## src/sv/sfir_pkg.sv

```systemverilog
// Shared types and constants for the decimating FIR core.
// Holds the item structs, the command queue entry, the configuration
// register set and the register map. No dependencies.
package sfir_pkg;

    localparam int SAMPLE_BITS = 16;
    localparam int SAMPLE_MAX  = (1 << (SAMPLE_BITS - 1)) - 1;
    localparam int SAMPLE_MIN  = -SAMPLE_MAX - 1;
    localparam int INDEX_BITS  = 7;

    // Register map, in units of 32-bit words
    localparam logic [1:0] REG_TAP_COUNT    = 2'd0;
    localparam logic [1:0] REG_DECIM        = 2'd1;
    localparam logic [1:0] REG_SQUARE_INPUT = 2'd2;
    localparam logic [1:0] REG_GAIN         = 2'd3;

    localparam logic [7:0] TAP_COUNT_RESET = 8'd101;
    localparam logic [5:0] DECIM_RESET     = 6'd10;
    localparam logic [5:0] GAIN_RESET      = 6'd1;

    typedef struct packed {
        logic                          cmd;
        logic signed [SAMPLE_BITS-1:0] sample;
        logic [INDEX_BITS-1:0]         coef_index;
        logic signed [SAMPLE_BITS-1:0] coef_value;
    } sfir_in_t;

    typedef struct packed {
        logic signed [SAMPLE_BITS-1:0] filtered;
        logic                          clipped;
    } sfir_out_t;

    typedef enum logic {
        OP_SAMPLE = 1'b0,
        OP_LOAD   = 1'b1
    } sfir_op_t;

    typedef struct packed {
        sfir_op_t                      op;
        logic signed [SAMPLE_BITS-1:0] data;
        logic [INDEX_BITS-1:0]         index;
    } sfir_cmd_t;

    typedef struct packed {
        logic [7:0] tap_count;
        logic [5:0] decim;
        logic       square_input;
        logic [5:0] gain;
    } sfir_cfg_t;

endpackage

```

## src/sv/sfir_fifo.sv

```systemverilog
// Small register-based queue with push/full and pop/empty sides.
// Used for the command queue and the result queue; no dependencies.
module sfir_fifo #(
    parameter int WIDTH = 8,
    parameter int DEPTH = 2
) (
    input  logic             clk,
    input  logic             rst_n,
    input  logic             push,
    output logic             full,
    input  logic [WIDTH-1:0] wdata,
    input  logic             pop,
    output logic             empty,
    output logic [WIDTH-1:0] rdata
);

    localparam int PTR_W = (DEPTH > 1) ? $clog2(DEPTH) : 1;
    localparam int CNT_W = $clog2(DEPTH + 1);

    logic [WIDTH-1:0] mem [DEPTH];
    logic [PTR_W-1:0] wr_ptr_reg, wr_ptr_next;
    logic [PTR_W-1:0] rd_ptr_reg, rd_ptr_next;
    logic [CNT_W-1:0] count_reg, count_next;
    logic             do_push;
    logic             do_pop;

    assign full    = (count_reg == CNT_W'(DEPTH));
    assign empty   = (count_reg == '0);
    assign do_push = push && !full;
    assign do_pop  = pop && !empty;
    assign rdata   = mem[rd_ptr_reg];

    always_comb
    begin
        wr_ptr_next = wr_ptr_reg;
        rd_ptr_next = rd_ptr_reg;
        count_next  = count_reg;
        if (do_push)
        begin
            wr_ptr_next = (wr_ptr_reg == PTR_W'(DEPTH - 1)) ? '0 : wr_ptr_reg + 1'b1;
        end
        if (do_pop)
        begin
            rd_ptr_next = (rd_ptr_reg == PTR_W'(DEPTH - 1)) ? '0 : rd_ptr_reg + 1'b1;
        end
        case ({do_push, do_pop})
            2'b10:   count_next = count_reg + 1'b1;
            2'b01:   count_next = count_reg - 1'b1;
            default: count_next = count_reg;
        endcase
    end

    always_ff @(posedge clk or negedge rst_n)
    begin
        if (!rst_n)
        begin
            wr_ptr_reg <= '0;
            rd_ptr_reg <= '0;
            count_reg  <= '0;
        end
        else
        begin
            wr_ptr_reg <= wr_ptr_next;
            rd_ptr_reg <= rd_ptr_next;
            count_reg  <= count_next;
        end
    end

    always_ff @(posedge clk)
    begin
        if (do_push)
        begin
            mem[wr_ptr_reg] <= wdata;
        end
    end

endmodule

```

## src/sv/sfir_front.sv

```systemverilog
// Front end: accepts input items, classifies them into commands and
// queues them for the back end. Depends on sfir_pkg and sfir_fifo.
module sfir_front #(
    parameter int MAX_TAPS = 128
) (
    input  logic                clk,
    input  logic                rst_n,
    input  logic                push,
    output logic                full,
    input  sfir_pkg::sfir_in_t  data,
    output logic                cq_empty,
    input  logic                cq_pop,
    output sfir_pkg::sfir_cmd_t cq_item
);
    import sfir_pkg::*;

    sfir_cmd_t cmd_in;
    logic      keep;
    logic      q_full;

    // Drop coefficient loads aimed beyond the implemented taps
    always_comb
    begin
        if (data.cmd)
        begin
            cmd_in.op    = OP_LOAD;
            cmd_in.data  = data.coef_value;
            cmd_in.index = data.coef_index;
            keep         = (32'(data.coef_index) < 32'(MAX_TAPS));
        end
        else
        begin
            cmd_in.op    = OP_SAMPLE;
            cmd_in.data  = data.sample;
            cmd_in.index = data.coef_index;
            keep         = 1'b1;
        end
    end

    assign full = q_full;

    sfir_fifo #(
        .WIDTH ($bits(sfir_cmd_t)),
        .DEPTH (4)
    ) u_cmd_q (
        .clk   (clk),
        .rst_n (rst_n),
        .push  (push && keep),
        .full  (q_full),
        .wdata (cmd_in),
        .pop   (cq_pop),
        .empty (cq_empty),
        .rdata (cq_item)
    );

endmodule

```

## config.mk

```make
export PLATFORM = sky130hd
export DESIGN_NAME = sfir_front
export DESIGN_NICKNAME = d
export VERILOG_FILES = /design/src/sv/sfir_pkg.sv /design/src/sv/sfir_fifo.sv /design/src/sv/sfir_front.sv
export SDC_FILE = /design/constraint.sdc
export NUM_CORES = 1
export LEC_CHECK = 0
export BUFFER_PORTS_ARGS = -buffer_cell sky130_fd_sc_hd__buf_2
export CAP_MARGIN = 20
export CORE_MARGIN = 2
export CORE_UTILIZATION = 45
export CTS_CLUSTER_SIZE = 30
export DETAILED_ROUTE_END_ITERATION = 16
export PLACE_DENSITY = 0.69
export SYNTH_ARGS = -nofsm -noshare
export SYNTH_HDL_FRONTEND = slang
export SYNTH_SLANG_ARGS = --single-unit
```

## constraint.sdc

```tcl
create_clock -name clk -period 2.1 [get_ports clk]
set_input_delay 0.21 -clock clk [delete_from_list [all_inputs] [get_ports clk]]
set_output_delay 0.21 -clock clk [all_outputs]
set_load 0.05 [all_outputs]
```

# Yosys cells after proc, flatten, opt, wreduce, memory -nomap -nowiden
# Memories as Yosys holds them, arrays and structs flattened.
# Cells that the tools add are included.
# word_totals
ff_bits	7
mem_bits_rw	96
inputBits	44
out_inout_bits	26
wordCells	25
n_memories	1
# classes
add_sub_neg	4
eq_ne	5
n_mux	6
n_reduce_logical	6
# memory_table
name	words	width	rd	rd_clocked_by_memory_dff	wr	line_no	rtl
u_cmd_q.mem	4	24	1	0	1	sfir_fifo.sv:20	logic [WIDTH-1:0] mem [DEPTH];
# ops
cell	n
two-way mux 24 bit	1
== test 2 bit, second input constant	3
one-hot mux 3 bit (2 select lines)	1
adder 2 x 1 -> 2 bit, second input constant	2
two-way mux 2 bit	2
adder 3 x 1 -> 3 bit, second input constant	1
== test 3 bit, second input constant	1
logical NOT 3 bit	1
subtractor 3 x 1 -> 3 bit, second input constant	1
== test 2 x 1 -> 1 bit, second input constant	1
logical AND 1 bit	2
logical NOT 1 bit	2
two-way mux 1 bit	2
nonzero test 2 bit	1

# Depth between registers and ports, before layout
# Gate-level depths: netlist (run 1).
# logic_depth
depth_word	5
mapped_depth	9
mapped_depth_nobuf	9

# Cells and area by module
# A second synthesis (run 1) with hierarchy kept.
# unflattened
cells_unflattened	184
hier_area_um2	4207.8
# modules_own_cells
mod	instances	cells_per_inst	area_per_inst_um2	seq_area_each_um2
sfir_fifo	1	166	3958.8	3057.9
sfir_front	1	18	249.0	0.0

# Worst setup path after synthesis (run 1)
# OpenSTA, ideal clock, no wires.
# synth_path
kind	reg-to-reg
from	register u_cmd_q.count_reg[0]
to	register u_cmd_q.count_reg[2]
setup_ps	125
t_arrival_ps	2616
t_required_ps	1975
slack_ps	-641
path_stages_with_launch	10
n_path_buf	0
synth_period_minus_slack_ps	2741
path_cell_list	dfrtp_1 -> nor3_1 -> nand2b_1 -> inv_1 -> ha_1 -> inv_1 -> fa_1 -> xor2_1 -> nor2_1 -> xor2_1
# synth_via
elab_chain_cells	5
word_cells_on_any_way	12
classes_between	add/sub: 2; eq/ne: 3; mux: 1; reduce/logical: 6
# synth_lines
element	line_no	rtl
start: declaration	sfir_fifo.sv:23	logic [CNT_W-1:0] count_reg, count_next;
start signal: assignment	sfir_fifo.sv:65	count_reg <= count_next;
logical NOT 3 bit *	sfir_fifo.sv:28	assign empty = (count_reg == '0);
via cq_empty	sfir_front.sv:11	output logic cq_empty,
logical NOT 1 bit *	sfir_fifo.sv:30	assign do_pop = pop && !empty;
logical AND 1 bit *	sfir_fifo.sv:30	
via u_cmd_q.do_pop	sfir_fifo.sv:25	logic do_pop;
== test 2 x 1 -> 1 bit / == test 2 bit (equally long branches)	sfir_fifo.sv:46	case ({do_push, do_pop})
one-hot mux 3 bit (2 select lines) / nonzero test 2 bit (equally long branches)	-	
# The timed path passes the listed nets; every way through them passes the cells marked *.
# A chain may end at the register's enable or synchronous reset.

==> qor.yml, run 1 <==
logic_synthesis:
  ys_seq_area_share_pct: 73.7
  synth_area_um2: 4150
  synth-edff-count: 96
  netlist_instances: 184
  synth_top_area_share_pct: 69.5
  async_flop_share_pct: 6.80
  synth_warnings: 0
  synth_fp_nets: 235
  yosysTopAreaCell: "edfxtp_1"
  postSynthAreaPerCell_um2: 22.5
  synthMostInstantiatedCell: "edfxtp_1"
  synth-main-ff-cell: "edfxtp_1"
  synth_seq_cells: 103
  synth.top_cells.by_count: "edfxtp_1 (96), mux2_2 (20), mux4_2 (18)"
  netlist-cell-type-count: 20
  synth_area_leaders: "edfxtp_1 (69%), mux4_2 (9.8%), mux2_2 (5.4%), dfrtp_1 (4.2%), mux4_1 (3.8%)"
grt:
  overflow: 0
  grt_use_total_pct: 14.3
  grt_pass1_vias: 2014
  antenna_found_initial: 0
  grt_pass1_wl_mm: 10.5
  grt_start_max_net_pins: 25
drt:
  first_pass_iters: 4
  route.detailed.drc: 0
  wl_per_cell_um: 17.8
  antenna_left: 0
  drtIter0Drc: 72
  viasPerCell: 5.14
  routed_wirelength_mm: 6.87
  vias: 1983
finish:
  utilization_pct: 55.2
  drive_above_1_share_pct: 53.1
  largest_reg_flops: 96
  area_growth_pct: 21.1
  fin_area_um2: 5020
  fin_nets: 321
  diodes: 0
clock_tree:
  clk_pin_slew_ns: 0.10
  clock_sinks: 103
  cts_root_buffer: "clkbuf_8"
  clock_latency_ns: 0.36
  htreeDepth: 3
  cts_setup_buffers: 0
  tritoncts: "built"
  numCtsBuffers: 9
  ctsLongestPathBuffers: 2
power:
  p_int_uw: 4660
  power.leakage_uw: 0.00184
  pwr-share-seq_pct: 38.4
  clock_power_share_pct: 16.3
  finalPower_uw: 7620
  power.density_nw_per_um2: 1520
  p_sw_share_pct: 38.9
  peakVddDrop_mv: 0.836
  combPwrFrac_pct: 45.2
  p_sw_uw: 2960
critical_path:
  reg2reg_from: "u_cmd_q.count_reg[1]$_DFFE_PN0P_"
  rr_worst_depth: 9
  path_cells: "buf_12, mux4_1, buf_4"
  cp_slowest_cell: "mux4_1"
  required_ns: 1.89
  ff2ff_setup_slack_ns: 0.18
  worstSetupPathType: "reg -> out"
  reg2reg_to: "u_cmd_q.count_reg[2]$_DFFE_PN0P_"
  worst_setup_path_start_kind: "flop"
  worstSetupEndpointType: "output pin"
  crit_family: "multiplexers"
  crit_fanout: 7
  slowest_delay_ns: 0.55
  critPathArrivalTime_ns: 1.82
  crit_buf_inv: 2
sta:
  rsz0062_at_grt: "yes"
  clock.fmax_mhz: 492
  whs_ns: 0.0598
  fin_crit_sh_pct: 96.8
  finalHoldViolations: 0
  period_minus_slack_ns: 2.03
  fin_worst_skew_ns: 0.0103
  maxSlewViolCount: 0
  slew_headroom_pct: 67.9
  setup_violations: 0
  worst_pin_slew_ns: 0.482
floorplanning:
  ios: 70
  die_width_um: 100
  dieArea_um2: 10000
  core-area_um2: 9110
  initial_core_util_pct: 45.5
  rows: 35
  die_h_um: 100
worst_hold_path:
  whs_path_depth: 1
  hp-class: "in -> reg"
  whs_endpoint: "u_cmd_q.mem[0][6]$_DFFE_PP_"
  min_from: "data[22]"
placement:
  io_buffers: 69
  routabilityCongestion: 0.748
  dpl_cell_area_um2: 4670
  place_hpwl_mm: 4.19
flow_run:
  maxCapViolCount: 0
run_status:
  status: "complete, no violations"
cell type report:
type,instances,area (um2)
clock buffers,9,124
fillers,714,4080
clock inverters,7,78.8
multi-input cells,66,1000
flip-flops and latches,103,3060
repair buffers,83,593
well taps,111,139
inverters,7,26.3
through the flow:
| step | setup WS [ns] | cells | setup TNS (ns) |
|---|---|---|---|
| 5_1_grt | -0.00112 | 386 | -0.00112 |
| 2_1_floorplan | -0.116 | 184 | -0.118 |
| 3_5_place_dp | 0.200 | 366 | 0 |
| 3_3_place_gp | 0.239 | 366 | 0 |
| 6_report | 0.0676 | 386 | 0 |
| 4_1_cts | 0.00901 | 383 | 0 |
how the worst max path moves through the flow:
stage                                            from                               end  slack [ns]  depth (start not counted)
floorplan            u_cmd_q.count_reg[1]$_DFFE_PN0P_  u_cmd_q.count_reg[2]$_DFFE_PN0P_       -0.12                          9
global placement     u_cmd_q.count_reg[1]$_DFFE_PN0P_  u_cmd_q.count_reg[2]$_DFFE_PN0P_        0.24                          9
detailed placement   u_cmd_q.count_reg[1]$_DFFE_PN0P_  u_cmd_q.count_reg[2]$_DFFE_PN0P_        0.20                          9
CTS                 u_cmd_q.rd_ptr_reg[0]$_DFFE_PN0P_                       cq_item[14]       0.009                          3
global route        u_cmd_q.rd_ptr_reg[0]$_DFFE_PN0P_                       cq_item[23]      -0.001                          3
finish              u_cmd_q.rd_ptr_reg[0]$_DFFE_PN0P_                       cq_item[15]        0.07                          3
metal layers:
layer / part of all wire [%] / GRT usage [%] / vias to the layer above
met5: 0 / 0 / -
met4: 0.92 / 4.43 / 0
met3: 5.9 / 3.69 / 7
met2: 50 / 23.3 / 68
met1: 44 / 19.3 / 990
li1: - / - / 918
cells in the final DEF, fill, tap and decap left out, drive strengths merged:
| cell type | instances |
|---|---|
| mux2 | 20 |
| nor3 | 1 |
| xnor2 | 1 |
| clkinvlp | 2 |
| fa | 1 |
| nand2b | 1 |
| ha | 6 |
| dfrtp | 7 |
| clkinv | 1 |
| nor3b | 1 |
| and2 | 4 |
| mux4 | 24 |
| clkbuf | 11 |
| edfxtp | 96 |
| buf | 80 |
| nor2 | 3 |
| mux2i | 1 |
| nor2b | 1 |
| inv | 10 |
| bufinv | 1 |
| dlygate4sd3 | 1 |
| xor2 | 2 |
power by group through the flow:
stage	Clock (uW)	Combinational (uW)	Sequential [uW]
floorplan	0	2490	2910
global placement	0	3090	2930
detailed placement	0	3110	2950
CTS	1280	3140	2900
global route	1360	3650	2970
finish	1250	3450	2930
cell families (layout without fill, tap and decap cells):
logic type | Yosys count | count (layout) | synth area share [%]
DFF | 103 | 103 | 73.7
buffers and inverters | 15 | 106 | 2.47
xor gates and xnor gates | 3 | 3 | 0.633
and+or+nand+nor | 11 | 11 | 1.66
adders and majority gates | 7 | 7 | 2.29
muxes | 45 | 45 | 19.2
timing repair:
| item | 4_1_cts | 5_1_grt |
|---|---|---|
| setup endpoints to repair | 1 | 6 |
| hold endpoints to repair | 7 | 0 |
| gates cloned | 0 | 3 |
| gates resized for setup | 2 | 44 |
| hold buffers | 1 | 0 |
Note: power is estimated with default switching activity, not from simulation.
==> run 2, diff against run 1 <==
--- a/config.mk
+++ b/config.mk
@@ -11,7 +11,9 @@
 export CORE_UTILIZATION = 45
 export CTS_CLUSTER_SIZE = 30
 export DETAILED_ROUTE_END_ITERATION = 16
+export HOLD_SLACK_MARGIN = 0.12
 export PLACE_DENSITY = 0.69
+export REMOVE_ABC_BUFFERS = 1
 export SYNTH_ARGS = -nofsm -noshare
 export SYNTH_HDL_FRONTEND = slang
 export SYNTH_SLANG_ARGS = --single-unit
==> run 2 against run 1 <==
  * Clock power rose by 15%
  * Power fell by 2.6%
  * Routed wire length rose by 0.20%
  * Combinational power fell by 10%
  * Flip-flop and latch count did not move
  * Sequential power fell by 2%
  * Clock skew barely moved
  * Highest routed layer unchanged
  * Final area fell by 0.65%
  * Critical path type unchanged
  * Die area did not move
  * Non-clock buffer count rose by 7
  * Maximum frequency rose by 1.8%
==> qor.yml, run 2 (synthesis results as in run 1) <==
run_status:
  status: "complete, no violations"
grt:
  grt_use_met3_pct: 4.46
  busiest_layer: "met2"
  grt_use_met1_pct: 18.3
  overflow: 0
  grt_start_max_net_pins: 21
  grt_use_total_pct: 14.7
  grt_pass1_wl_mm: 10.7
  grt_pass1_vias: 2143
  grt_util_met2_pct: 25.1
  antenna_found_initial: 0
drt:
  wl_per_cell_um: 17.5
  antenna_left: 0
  drtIter0Drc: 61
  vias: 2008
  route.detailed.drc: 0
  first_pass_iters: 5
  viasPerCell: 5.11
  routed_wirelength_mm: 6.89
worst_hold_path:
  min_from: "data[33]"
  hp-class: "in -> reg"
  whs_path_depth: 2
  whs_endpoint: "u_cmd_q.mem[2][17]$_DFFE_PP_"
sta:
  maxSlewViolCount: 0
  worst_slack_ns: 0.104
  fin_crit_sh_pct: 95.0
  setup_violations: 0
  whs_ns: 0.200
  worst_pin_slew_ns: 0.498
  finalHoldViolations: 0
  slew_headroom_pct: 66.8
  rsz0062_at_grt: "no"
  fin_worst_skew_ns: 0.0108
  clock.fmax_mhz: 501
  period_minus_slack_ns: 2.00
critical_path:
  required_ns: 1.89
  crit_start: "u_cmd_q.rd_ptr_reg[0]$_DFFE_PN0P_"
  reg2reg_to: "u_cmd_q.count_reg[2]$_DFFE_PN0P_"
  worst_setup_path_start_kind: "flop"
  worstSetupPathType: "reg -> out"
  cp_slowest_cell: "mux4_1"
  crit_fanout: 7
  reg2reg_from: "u_cmd_q.count_reg[0]$_DFFE_PN0P_"
  slowest_delay_ns: 0.58
  path_cells: "buf_4, mux4_1, buf_2"
  ff2ff_setup_slack_ns: 0.19
  rr_worst_depth: 9
  critPathArrivalTime_ns: 1.79
  worstSetupEndpointType: "output pin"
power:
  peakVddDrop_mv: 0.622
  finalPower_uw: 7420
  power.leakage_uw: 0.00185
  power.density_nw_per_um2: 1490
floorplanning:
  ios: 70
  core-area_um2: 9110
  rows: 35
  initial_core_util_pct: 45.5
  die_h_um: 100
  die_width_um: 100
  dieArea_um2: 10000
clock_tree:
  clk_pin_slew_ns: 0.10
  numCtsBuffers: 9
  tritoncts: "built"
  htreeDepth: 3
  ctsLongestPathBuffers: 2
  clock_sinks: 103
  clock_latency_ns: 0.36
  cts_root_buffer: "clkbuf_8"
finish:
  diodes: 0
  fin_nets: 328
  layout_commonest_cell: "edfxtp_1"
  layout_common_cells: "edfxtp_1 (96), buf_2 (69), mux2_2 (20)"
  utilization_pct: 54.8
  largest_reg_flops: 96
  fillers: 719
  drive_above_1_share_pct: 48.9
  area_growth_pct: 20.3
placement:
  routabilityCongestion: 0.723
  place_hpwl_mm: 4.58
  io_buffers: 69
  dp_slack_ns: 0.183
flow_run:
  maxCapViolCount: 0
run 2: cell types whose count changed in the layout (fill, tap and decap cells not counted), sizes merged:
| cell | previous run | this run |
|---|---|---|
| dlygate4sd3 | 1 | 8 |
| buf | 80 | 82 |
| bufinv | 1 | 3 |
| clkinvlp | 2 | 0 |
| clkbuf | 11 | 10 |
| inv | 10 | 9 |
run 2: per-stage QoR:
step                TNS, ns  instance area, um2  cells
CTS                       0                4990    393
floorplan             -4.43                4070    176
global route              0                4990    393
detailed placement        0                4660    368
finish                    0                4990    393
global placement          0                4660    368
run 2: per-layer routing:
metal | routed length [um] | vias up
met5 | 0 | -
met4 | 62 | 0
met3 | 290 | 4
met2 | 3550 | 52
met1 | 2980 | 1019
li1 | - | 933
run 2: how the worst max path moves through the flow:
| stage | to | slack [ns] | depth (start not counted) |
|---|---|---|---|
| finish | cq_item[15] | 0.10 | 3 |
| detailed placement | u_cmd_q.count_reg[2]$_DFFE_PN0P_ | 0.18 | 9 |
| floorplan | u_cmd_q.count_reg[2]$_DFFE_PN0P_ | -0.64 | 9 |
| global placement | u_cmd_q.count_reg[2]$_DFFE_PN0P_ | 0.24 | 9 |
| CTS | cq_item[14] | 0.07 | 3 |
| global route | cq_item[15] | 0.003 | 3 |
run 2: power by group:
group,internal [uW],switching (uW)
Sequential,2740,144
Clock,802,634
Combinational,1050,2050
run 2: area by class of cell:
| cell class | count | area (um2) | area share (%) |
|---|---|---|---|
| clock buffer | 10 | 128 | 2.56 |
| clock inverter | 6 | 116 | 2.33 |
| inverter | 7 | 26.3 | 0.526 |
| multi-input combinational | 66 | 988 | 19.8 |
| sequential | 103 | 3060 | 61.3 |
| tap | 111 | 139 | 2.78 |
| timing repair buffer | 90 | 536 | 10.7 |
run 2: critical path: cells and delay by family (launching register included):
| family | cells | cell delay (ns) |
|---|---|---|
| DFF | 1 | 0.43 |
| buffers and inverters | 2 | 0.42 |
| muxes | 1 | 0.58 |
run 2: what timing repair did:
item	4_1_cts	5_1_grt
endpoints found under the setup margin	15	0
hold buffers	8	0
setup buffers	1	0
hold endpoints to repair	35	0
gates resized for setup	0	0
