--- config.mk ---
export PLATFORM = sky130hd
export DESIGN_NAME = sfir_fifo
export DESIGN_NICKNAME = d
export VERILOG_FILES = /design/src/sv/sfir_fifo.sv
export SDC_FILE = /design/constraint.sdc
export NUM_CORES = 1
export LEC_CHECK = 0
export ABC_CLOCK_PERIOD_IN_PS = 1650
export BUFFER_PORTS_ARGS = -buffer_cell sky130_fd_sc_hd__buf_2
export CORE_ASPECT_RATIO = 1.4
export CORE_MARGIN = 4
export CORE_UTILIZATION = 40
export DETAILED_ROUTE_END_ITERATION = 8
export PLACE_DENSITY = 0.67
export SLEW_MARGIN = 20
export SYNTH_ARGS = -nofsm -noshare
export SYNTH_HDL_FRONTEND = slang
export SYNTH_SLANG_ARGS = --single-unit
--- constraint.sdc ---
create_clock -name clk -period 1.65 [get_ports clk]
set_clock_uncertainty 0.2 [all_clocks]
set_input_delay 0.2475 -clock clk [delete_from_list [all_inputs] [get_ports clk]]
set_output_delay 0.2475 -clock clk [all_outputs]
set_load 0.02 [all_outputs]
--- src/sv/sfir_fifo.sv ---
// Small register-based queue with push/full and pop/empty sides.
// Used for the command queue and the result queue; no dependencies.
module sfir_fifo #(
    parameter int WIDTH = 8,
    parameter int DEPTH = 2
) (
    input  logic             clk,
    input  logic             rst_n,
    input  logic             push,
    output logic             full,
    input  logic [WIDTH-1:0] wdata,
    input  logic             pop,
    output logic             empty,
    output logic [WIDTH-1:0] rdata
);

    localparam int PTR_W = (DEPTH > 1) ? $clog2(DEPTH) : 1;
    localparam int CNT_W = $clog2(DEPTH + 1);

    logic [WIDTH-1:0] mem [DEPTH];
    logic [PTR_W-1:0] wr_ptr_reg, wr_ptr_next;
    logic [PTR_W-1:0] rd_ptr_reg, rd_ptr_next;
    logic [CNT_W-1:0] count_reg, count_next;
    logic             do_push;
    logic             do_pop;

    assign full    = (count_reg == CNT_W'(DEPTH));
    assign empty   = (count_reg == '0);
    assign do_push = push && !full;
    assign do_pop  = pop && !empty;
    assign rdata   = mem[rd_ptr_reg];

    always_comb
    begin
        wr_ptr_next = wr_ptr_reg;
        rd_ptr_next = rd_ptr_reg;
        count_next  = count_reg;
        if (do_push)
        begin
            wr_ptr_next = (wr_ptr_reg == PTR_W'(DEPTH - 1)) ? '0 : wr_ptr_reg + 1'b1;
        end
        if (do_pop)
        begin
            rd_ptr_next = (rd_ptr_reg == PTR_W'(DEPTH - 1)) ? '0 : rd_ptr_reg + 1'b1;
        end
        case ({do_push, do_pop})
            2'b10:   count_next = count_reg + 1'b1;
            2'b01:   count_next = count_reg - 1'b1;
            default: count_next = count_reg;
        endcase
    end

    always_ff @(posedge clk or negedge rst_n)
    begin
        if (!rst_n)
        begin
            wr_ptr_reg <= '0;
            rd_ptr_reg <= '0;
            count_reg  <= '0;
        end
        else
        begin
            wr_ptr_reg <= wr_ptr_next;
            rd_ptr_reg <= rd_ptr_next;
            count_reg  <= count_next;
        end
    end

    always_ff @(posedge clk)
    begin
        if (do_push)
        begin
            mem[wr_ptr_reg] <= wdata;
        end
    end

endmodule

# --- Yosys cells after proc, flatten, opt, wreduce, memory -nomap -nowiden ---
# Memory sizes are Yosys's and may differ from the RTL's.
# Cells that the tools add are included.
word_totals:
  reg_bits: 4
  latch_bits: 0
  mem_bits_rw: 16
  rom_bits: 0
  inputBits: 12
  out_inout_bits: 10
  wordCells: 22
  mem_count: 1
mem_list:
  columns: ["name", "depth", "width", "read_ports", "rd_clocked_by_memory_dff", "wr", "line_no", "text"]
  rows:
  - ["mem", 2, 8, 1, 0, 1, "20", "logic [WIDTH-1:0] mem [DEPTH];"]
classes:
  n_addsub: 4
  multipliers: 0
  div: 0
  order_cmp: 0
  n_eq_ne: 3
  shift: 0
  muxes: 5
  bitwise: 0
  n_reduce_logical: 6
op_table:
  columns: ["cell", "n"]
  rows:
  - ["$eq 2x2->1 const B", 2]
  - ["$mux 1", 4]
  - ["$pmux 2 s2", 1]
  - ["$add 1x1->1 const B", 2]
  - ["$add 2x1->2 const B", 1]
  - ["$eq 2x1->1 const B", 1]
  - ["$logic_and 1x1->1", 2]
  - ["$logic_not 1->1", 2]
  - ["$logic_not 2->1", 1]
  - ["$reduce_bool 2->1", 1]
  - ["$sub 2x1->2 const B", 1]

# --- Logic depth before layout (Yosys ltp) ---
# Gate-level depths: netlist of the first run.
logic_depth:
  ltp_word: 5
  ltp_mapped: 6
  mapped_depth_nobuf: 6

# --- Worst setup path before layout of the first run ---
# No wires, ideal clock.
synth_path:
  kind: "register -> register"
  from: "register count_reg[0]"
  to: "register count_reg[1]"
  setup_time_ns: 0.079
  arrival_ns: 1.416
  t_required_ns: 1.371
  slack_ns: -0.045
  path_stages_with_launch: 6
  n_path_buf: 0
  cell_sequence: "dfrtp_1 nor2_1 nor2b_2 ha_1 nor2_1 xor2_1"
synth_between:
  elab_chain_len: 5
  elab_cells_between_ends: 12
synth_lines:
  columns: ["item", "line_no", "text"]
  rows:
  - ["start: declaration", "23", "logic [CNT_W-1:0] count_reg, count_next;"]
  - ["start signal: assignment", "65", "count_reg <= count_next;"]
  - ["$logic_not 2->1 (*)", "28", "assign empty = (count_reg == '0);"]
  - ["via empty", "13", "output logic empty,"]
  - ["$logic_not 1->1 (*)", "30", "assign do_pop = pop && !empty;"]
  - ["$logic_and 1x1->1 (*)", "30", null]
  - ["via do_pop", "25", "logic do_pop;"]
  - ["$eq 2x1->1 or $eq 2x2->1 (tied branches)", "46", "case ({do_push, do_pop})"]
  - ["$pmux 2 s2 or $reduce_bool 2->1 (tied branches)", null, null]
# Mark *: on every way through the listed nets, which the timed path passes. The rest lies on a longest branch.
# A chain may end at the register's enable or synchronous reset.

# --- Worst setup path after layout of the first run ---
layout_path:
  from: "register rd_ptr_reg"
  to: "output rdata[7]"
layout_between:
  elab_chain_len: 1
layout_lines:
  columns: ["item", "line_no", "text"]
  rows:
  - ["start: declaration", "22", "logic [PTR_W-1:0] rd_ptr_reg, rd_ptr_next;"]
  - ["start signal: assignment", "64", "rd_ptr_reg <= rd_ptr_next;"]
  - ["$mem_v2 2x8", null, null]
  - ["end: declaration", "14", "output logic [WIDTH-1:0] rdata"]
# Every way passes these cells.

==> results.yml, run 1 <==
power_and_ir_drop:
  ir_drop_mv: 1.07
  p_leak_nw: 0.469
  powerDensity_nw_per_um2: 1720
critical_path:
  reg2reg_from: "count_reg[0]$_DFFE_PN0P_"
  required_ns: 1.20
  rr_worst_depth: 6
  crit_path_max_fanout: 5
  rrSetupSlack_ns: 0.10
  r2r-end: "count_reg[1]$_DFFE_PN0P_"
  path_class: "register to output port"
  endpoint_kind: "output port"
  crit_arrival_ns: 1.28
  critPathLaunchType: "register"
yosys:
  synth_seq_cells: 20
  netlist_top_cells_area: "edfxtp_1, dfrtp_1, mux2_2"
  postSynthAreaPerCell_um2: 18.0
  synthesis.area_um2: 772
  synthesis.nets: 56
  yosysTopAreaCellShare_pct: 62.2
  synth_cell_types: 13
  synth_area_leader_cell: "edfxtp_1"
  yosysSeqAreaShare_pct: 75.2
  synthCells: 43
  yosys_warnings: 0
timing:
  fin_crit_sh_pct: 105
  rsz0062_at_grt: "true"
  min_period_ns: 1.72
  slew_headroom_pct: 73.4
  hold_viol_final: 0
  fmax_mhz: 580
  setup_ws_ns: -0.0744
  slew_viol_final: 0
  worst_pin_slew_ns: 0.400
  setup_viol: 8
floorplanning:
  initial_core_util_pct: 42.8
  design.core.area_um2: 1800
  rows: 18
  fp.dieArea_um2: 2710
  die_h_um: 60.0
  fp.dieW_um: 45.1
  io_pins: 22
finish:
  nets: 96
  final_common_cell: "edfxtp_1"
  mostFrequentLayoutCells: "edfxtp_1, buf_2, buf_6, dlygate4sd3_1, mux2_2"
  final_core_util_pct: 63.4
  regArea_um2: 582
  area_growth_pct: 48.0
  drive_gt1_share_pct: 53.7
  largest_register_ffs: 16
  n_antenna_cell: 0
  design_area_um2: 1140
  fillers: 150
  multi_input_area_um2: 208
detailed_routing:
  dr.pass1.iters: 4
  post_drt_via_cell_ratio: 4.56
  first_iter_violations: 4
  vias: 465
  drc: 0
  wire_per_inst_um: 13.7
  wirelength_um: 1400
  antenna_left: 0
clocking:
  clockRootBuffer: "clkbuf_4"
  tritoncts: "yes"
  cts_htree_levels: 1
  numCtsBuffers: 3
  clock_latency_ns: 0.29
  cts.clk_slew.worst_paths_ns: 0.11
  cts_num_sinks: 20
  cts.path.max_buffers: 2
place:
  placed_cell_area_um2: 915
  hpwlAfterDp_um: 916
  place_congestion: 0.641
  port_buffers: 21
global_routing:
  antenna_found_initial: 0
  grt_max_degree: 12
  grt_pass1_vias: 477
  grt-ovfl-total: 0
  grt_usage_pct: 12.3
  grt_pass1_wl_um: 2290
outcome:
  violations: "setup timing"
  status: "finished with violations"
run:
  cap_violations: 0
hold_path:
  worst_hold_path_type: "input pin to asynchronous set/reset pin"
[synth_stat cells, drive strengths merged]
master   n
dfrtp    4
mux2     8
xor2     2
inv      1
edfxtp  16
nand2    1
nand2b   1
xnor2    3
nor2b    1
and3     1
buf      1
nor2     3
ha       1
[worst max path at each step]
stage / from / end / slack (ns) / depth (start not counted)
finish: rd_ptr_reg$_DFFE_PN0P_ / rdata[7] / -0.07 / 3
floorplan: count_reg[0]$_DFFE_PN0P_ / mem[0][0]$_DFFE_PP_ / 0.06 / 3
global placement: rd_ptr_reg$_DFFE_PN0P_ / rdata[5] / 0.09 / 2
CTS: rd_ptr_reg$_DFFE_PN0P_ / rdata[7] / -0.08 / 3
global route: rd_ptr_reg$_DFFE_PN0P_ / rdata[3] / -0.13 / 3
detailed placement: count_reg[0]$_DFFE_PN0P_ / count_reg[1]$_DFFE_PN0P_ / 0.06 / 5
[cells by family (layout without fill, tap and decap cells)]
group,Yosys count,count (layout),share of synthesized area [%]
flip-flops,20,20,75.2
multiplexers,8,8,11.7
buffers and inverters,2,41,1.13
XOR/XNOR,5,5,5.67
adder cells (fa/ha/maj),1,1,1.62
AND/OR/NAND/NOR,7,7,4.70
[worst max-delay path: stages, from the launching register on]
cell     delay [ns]
dfrtp_2        0.39
buf_6          0.12
mux2_2         0.34
buf_6          0.13
[layout make-up]
type	instances	area share [%]
clock buffers	3	1.97
flip-flops and latches	20	50.9
repair buffers	36	26.1
well taps	20	2.19
inverters	1	0.329
multi-input cells	21	18.2
clock inverters	1	0.329
[layer usage]
metal / global-route usage (%) / wire (um)
met1: 14.6 / 568
met5: 0 / 0
met3: 3.01 / 73
met4: 7.53 / 10
met2: 19.6 / 742
[per-stage QoR]
step	hold WS, ns	instances	power, mW	setup slack (ns)	setup TNS [ns]
after floorplan	-0.248	43	1.26	0.0621	0
after global placement	-0.142	85	1.45	0.0900	0
after detailed placement	-0.141	85	1.47	0.0567	0
after CTS	0.0599	101	1.92	-0.0847	-0.607
after global routing	0.0638	102	2.10	-0.134	-0.986
final	0.0735	102	1.97	-0.0744	-0.527
[what timing repair did]
action	CTS	global route
gates resized for setup	21	3
endpoints found under the hold margin	20	0
setup buffers	3	1
setup endpoints to repair	8	18
pin swaps	0	0
hold buffers	9	0
[report_power, final]
part	switching (mW)	internal [mW]
sequential	0.0803	0.708
combinational	0.442	0.516
clock	0.134	0.0879
Power figures use the tool's default switching activity.
==> run 2, diff against run 1 <==
Settings changed: ABC_AREA set to 1, CTS_BUF_LIST set to sky130_fd_sc_hd__clkbuf_4, PLACE_DENSITY 0.67 to 0.66.
==> run 2 against run 1 <==
  * The run now ends clean
  * Fmax rose by 9.4%
  * Critical path type unchanged
  * Global-route usage fell by 0.31 points
  * Clock-buffer cell count increased by 1
  * Hold slack worse by 0.055 ns
  * First-iteration DRC count increased by 130%
  * Non-clock buffer count fell by 3
  * Combinational power down 10%
  * Setup slack better by 0.15 ns
  * Largest cell class unchanged
  * Die area is 4.9% higher
==> results.yml, run 2 <==
global_routing:
  grt_usage_pct: 12.0
  grt_pass1_wl_um: 2430
  antenna_found_initial: 0
  grt_max_degree: 12
  grt-ovfl-total: 0
  grt_pass1_vias: 621
floorplanning:
  fp.dieArea_um2: 2840
  design.core.area_um2: 1950
  io_pins: 22
  fp.dieW_um: 46.2
  initial_core_util_pct: 41.9
  rows: 19
  die_h_um: 61.5
timing:
  worst_pin_slew_ns: 0.341
  setup_viol: 0
  rsz0062_at_grt: "true"
  holdWs_ns: 0.0185
  fmax_mhz: 635
  hold_viol_final: 0
  min_period_ns: 1.58
  slew_viol_final: 0
  slew_headroom_pct: 77.3
  fin_crit_sh_pct: 95.5
  setup_ws_ns: 0.0744
finish:
  n_antenna_cell: 0
  stdcell_count: 131
  largest_register_ffs: 16
  final_common_cell: "nand2_1"
  area_growth_pct: 36.3
  design_area_um2: 1110
  mostFrequentLayoutCells: "nand2_1, buf_2, edfxtp_1, dlygate4sd3_1, inv_1"
  drive_gt1_share_pct: 36.4
  nets: 124
hold_path:
  min_to: "rd_ptr_reg$_DFFE_PN0P_"
  worst_hold_path_type: "input pin to register"
  hold_path_depth: 3
  min_from: "pop"
power_and_ir_drop:
  p_leak_nw: 0.526
  powerDensity_nw_per_um2: 1690
  ir_drop_mv: 0.898
clocking:
  cts_num_sinks: 20
  cts.path.max_buffers: 2
  clockRootBuffer: "clkbuf_4"
  tritoncts: "yes"
  numCtsBuffers: 3
  cts.clk_slew.worst_paths_ns: 0.09
  cts_htree_levels: 1
  clock_latency_ns: 0.30
critical_path:
  r2r-end: "count_reg[1]$_DFFE_PN0P_"
  reg2reg_from: "count_reg[0]$_DFFE_PN0P_"
  rrSetupSlack_ns: 0.16
  crit_arrival_ns: 1.13
  endpoint_kind: "output port"
  crit_path_max_fanout: 4
  required_ns: 1.20
  path_class: "register to output port"
  rr_worst_depth: 6
  critPathLaunchType: "register"
yosys:
  ys_async_sr_fraction_pct: 20.0
  postSynthAreaPerCell_um2: 11.0
  synth_most_common_cell: "nand2_1"
  yosys_warnings: 0
  synthesis.nets: 87
  netlist_top_cells_area: "edfxtp_1, nand2_1, dfrtp_1"
  synthFlopType: "edfxtp_1"
  synthesis.area_um2: 817
  synth_cell_types: 14
  ys_top_cells_by_count: "nand2_1, edfxtp_1, inv_1, dfrtp_1"
  yosysSeqAreaShare_pct: 71.1
  yosysTopAreaCellShare_pct: 58.8
  synth_edf_count: 16
  synthCells: 74
  synth_area_leader_cell: "edfxtp_1"
  synth_seq_cells: 20
place:
  hpwlAfterDp_um: 1060
  place_congestion: 0.718
  placedCellCount: 117
  place_ws_ns: 0.0571
  port_buffers: 21
  placed_cell_area_um2: 958
run:
  cap_violations: 0
outcome:
  status: "finished, final reports clean"
detailed_routing:
  wire_per_inst_um: 10.9
  post_drt_via_cell_ratio: 4.55
  first_iter_violations: 9
  drc: 0
  antenna_left: 0
  dr.pass1.iters: 4
  wirelength_um: 1420
  vias: 596
-- run 2: kinds of logic after synthesis --
group / count (synthesis) / synth area share (%)
and+or+nand+nor: 40 / 20.1
xor gates and xnor gates: 1 / 1.07
buffers and inverters: 11 / 5.21
adders and majority gates: 1 / 1.53
AOI/OAI and AO/OA: 1 / 1.07
DFF: 20 / 71.1
-- run 2: metal layers --
metal  global-route usage [%]  part of all wire, %
met4                     6.10                 0.98
met3                     1.75                  3.8
met5                        0                    0
met1                     13.3                   44
met2                     21.7                   51
-- run 2: worst max-delay path by stage --
stage	from	end	cells after the start
2_1_floorplan	count_reg[1]$_DFFE_PN0P_	mem[1][0]$_DFFE_PP_	3
3_3_place_gp	count_reg[0]$_DFFE_PN0P_	count_reg[1]$_DFFE_PN0P_	9
3_5_place_dp	count_reg[0]$_DFFE_PN0P_	count_reg[1]$_DFFE_PN0P_	9
4_1_cts	rd_ptr_reg$_DFFE_PN0P_	rdata[2]	4
5_1_grt	rd_ptr_reg$_DFFE_PN0P_	rdata[6]	4
6_report	rd_ptr_reg$_DFFE_PN0P_	rdata[5]	4
-- run 2: where the power goes --
| part | total [mW] | internal [mW] | switching, mW | leakage (nW) |
|---|---|---|---|---|
| sequential | 0.782 | 0.706 | 0.0756 | 0.195 |
| combinational | 0.858 | 0.328 | 0.530 | 0.313 |
| clock | 0.247 | 0.110 | 0.137 | 0.0184 |
| total | 1.89 | 1.15 | 0.742 | 0.526 |
-- run 2: per-stage QoR --
stage	utilization [%]	setup TNS (ns)	total power, mW
2_1_floorplan	-	0	1.31
3_3_place_gp	49.2	0	1.54
3_5_place_dp	49.2	0	1.56
4_1_cts	55.5	0	1.83
5_1_grt	57.1	-0.0117	2.05
6_report	57.1	0	1.89
-- run 2: repair_timing --
| item | 4_1_cts | 5_1_grt |
|---|---|---|
| hold endpoints to repair | 20 | 0 |
| buffers inserted | 0 | 1 |
| resized for setup | 2 | 7 |
| hold buffers | 9 | 0 |
| pin swaps | 0 | 1 |
| endpoints found under the setup margin | 3 | 10 |
-- run 2: layout make-up --
class / instances / area (um2)
flip-flops and latches: 20 / 583
fillers: 175 / 836
multi-input cells: 43 / 206
repair buffers: 33 / 228
inverters: 10 / 40.0
clock buffers: 4 / 30.0
well taps: 21 / 26.3
-- run 2: worst max-delay path, stage by stage, from the launching register on --
cell and delay, ns:
dfrtp_2 0.45, buf_4 0.15, nand2_1 0.05, nand2_1 0.05, buf_2 0.15
==> run 3, diff against run 2 <==
Settings changed: ABC_CLOCK_PERIOD_IN_PS 1650 to 1800, PLACE_DENSITY 0.66 to not set, SKIP_CTS_REPAIR_TIMING set to 1.
Clock period 1.65 ns to 1.8 ns, I/O delays scaled along.
==> run 3 against run 2 <==
  * Global-route usage is 0.63 points lower
  * Sequential share of layout area up 2.2 points
  * Cell area shrank 4.2%
  * Combinational power down 20%
  * Die area unchanged
  * Clock power decreased by 21%
  * Clock-buffer cell count is 1 lower
  * Register-to-register slack improved by 0.02 ns
==> results.yml, run 3 (synthesis results as in run 2) <==
power_and_ir_drop:
  pwr-share-comb_pct: 42.5
  pwr-share-clk_pct: 12.0
  fin_total_pwr_mw: 1.62
  ir_drop_mv: 0.941
  power_frac_seq_pct: 45.5
  powerDensity_nw_per_um2: 1520
  netSwitchingFraction_pct: 40.7
  p_leak_nw: 0.512
  power.switching_uw: 658
  p_int_uw: 959
detailed_routing:
  dr.pass1.iters: 2
  vias: 597
  first_iter_violations: 2
  wire_per_inst_um: 11.5
  wirelength_um: 1480
  post_drt_via_cell_ratio: 4.66
  antenna_left: 0
  drc: 0
critical_path:
  path_class: "register to output port"
  cp_cell_sequence: "inv_4, nand2_1, nand2_1, buf_2"
  crit_arrival_ns: 1.19
  required_ns: 1.33
  crit_path_max_fanout: 10
  critPathLaunchType: "register"
  crit_path_frequent_cell: "nand2_1"
  endpoint_kind: "output port"
  rr_worst_depth: 9
  slowest_stage: "dfrtp_2"
  slowest_delay_ns: 0.51
finish:
  area_growth_pct: 30.6
  largest_register_ffs: 16
  final_common_cell: "nand2_1"
  n_antenna_cell: 0
  mostFrequentLayoutCells: "nand2_1, buf_2, edfxtp_1, dlygate4sd3_1, inv_1"
  stdcell_count: 128
  nets: 122
  drive_gt1_share_pct: 30.8
floorplanning:
  fp.dieArea_um2: 2840
  fp.dieW_um: 46.2
  design.core.area_um2: 1950
  rows: 19
  die_h_um: 61.5
  io_pins: 22
  initial_core_util_pct: 41.9
place:
  place_congestion: 0.701
  port_buffers: 21
  placedCellCount: 116
  hpwlAfterDp_um: 1080
hold_path:
  hold_path_depth: 3
  worst_hold_path_type: "input pin to register"
clocking:
  cts_num_sinks: 20
  clock_latency_ns: 0.29
  numCtsBuffers: 3
  tritoncts: "yes"
  clockRootBuffer: "clkbuf_4"
  cts.clk_slew.worst_paths_ns: 0.10
  cts.path.max_buffers: 2
  cts_htree_levels: 1
global_routing:
  grt_pass1_wl_um: 2300
  grt_max_degree: 11
  grt_usage_pct: 11.4
  grt-ovfl-total: 0
  grt_pass1_vias: 558
  antenna_found_initial: 0
timing:
  setup-tns-final_ns: 0
  slew_headroom_pct: 77.9
  slew_viol_final: 0
  rsz0062_at_grt: "false"
  fmax_mhz: 601
  fin_crit_sh_pct: 92.5
  min_period_ns: 1.66
  worst_pin_slew_ns: 0.331
  holdWs_ns: 0.0495
  hold_viol_final: 0
  setup_viol: 0
outcome:
  status: "finished, final reports clean"
run:
  cap_violations: 0
run 3: cell type report:
type	count	area [um2]
repair buffers	31	203
clock buffers	3	22.5
well taps	21	26.3
multi-input cells	43	194
inverters	10	40.0
flip-flops and latches	20	582
fillers	182	882
run 3: path summary, 6_finish.rpt:
path,start,endpoint,slack [ns]
min,pop,rd_ptr_reg$_DFFE_PN0P_,0.05
max in group asynchronous,rst_n,rd_ptr_reg$_DFFE_PN0P_,1.15
max,rd_ptr_reg$_DFFE_PN0P_,rdata[1],0.14
min reg2reg,count_reg[1]$_DFFE_PN0P_,count_reg[1]$_DFFE_PN0P_,0.29
min in group asynchronous,rst_n,wr_ptr_reg$_DFFE_PN0P_,0.11
max reg2reg,count_reg[0]$_DFFE_PN0P_,count_reg[1]$_DFFE_PN0P_,0.18
run 3: power by group through the flow:
stage / logic (mW) / clock network [mW] / registers, mW
final: 0.686 / 0.195 / 0.736
after global routing: 0.773 / 0.220 / 0.754
after CTS: 0.682 / 0.203 / 0.732
after detailed placement: 0.679 / 0 / 0.743
after global placement: 0.671 / 0 / 0.737
after floorplan: 0.506 / 0 / 0.695
run 3: metal layers:
layer | GRT usage, % | vias up | routed length, um
met3 | 2.05 | 3 | 63
met4 | 4.88 | 0 | 19
met1 | 12.4 | 275 | 610
li1 | - | 303 | -
met2 | 20.9 | 16 | 781
met5 | 0 | - | 0
run 3: critical path, delay by kind of cell, from the launching register on:
kind	cells	cell delay, ns
buf+inv	2	0.28
flops	1	0.51
simple gates	2	0.11
run 3: metrics by stage:
step	cell area [um2]	util, %	setup slack [ns]
2_1_floorplan	817	-	0.290
3_3_place_gp	951	48.8	0.264
3_5_place_dp	951	48.8	0.218
4_1_cts	973	49.9	-0.0263
5_1_grt	1070	54.7	0.0295
6_report	1070	54.7	0.135
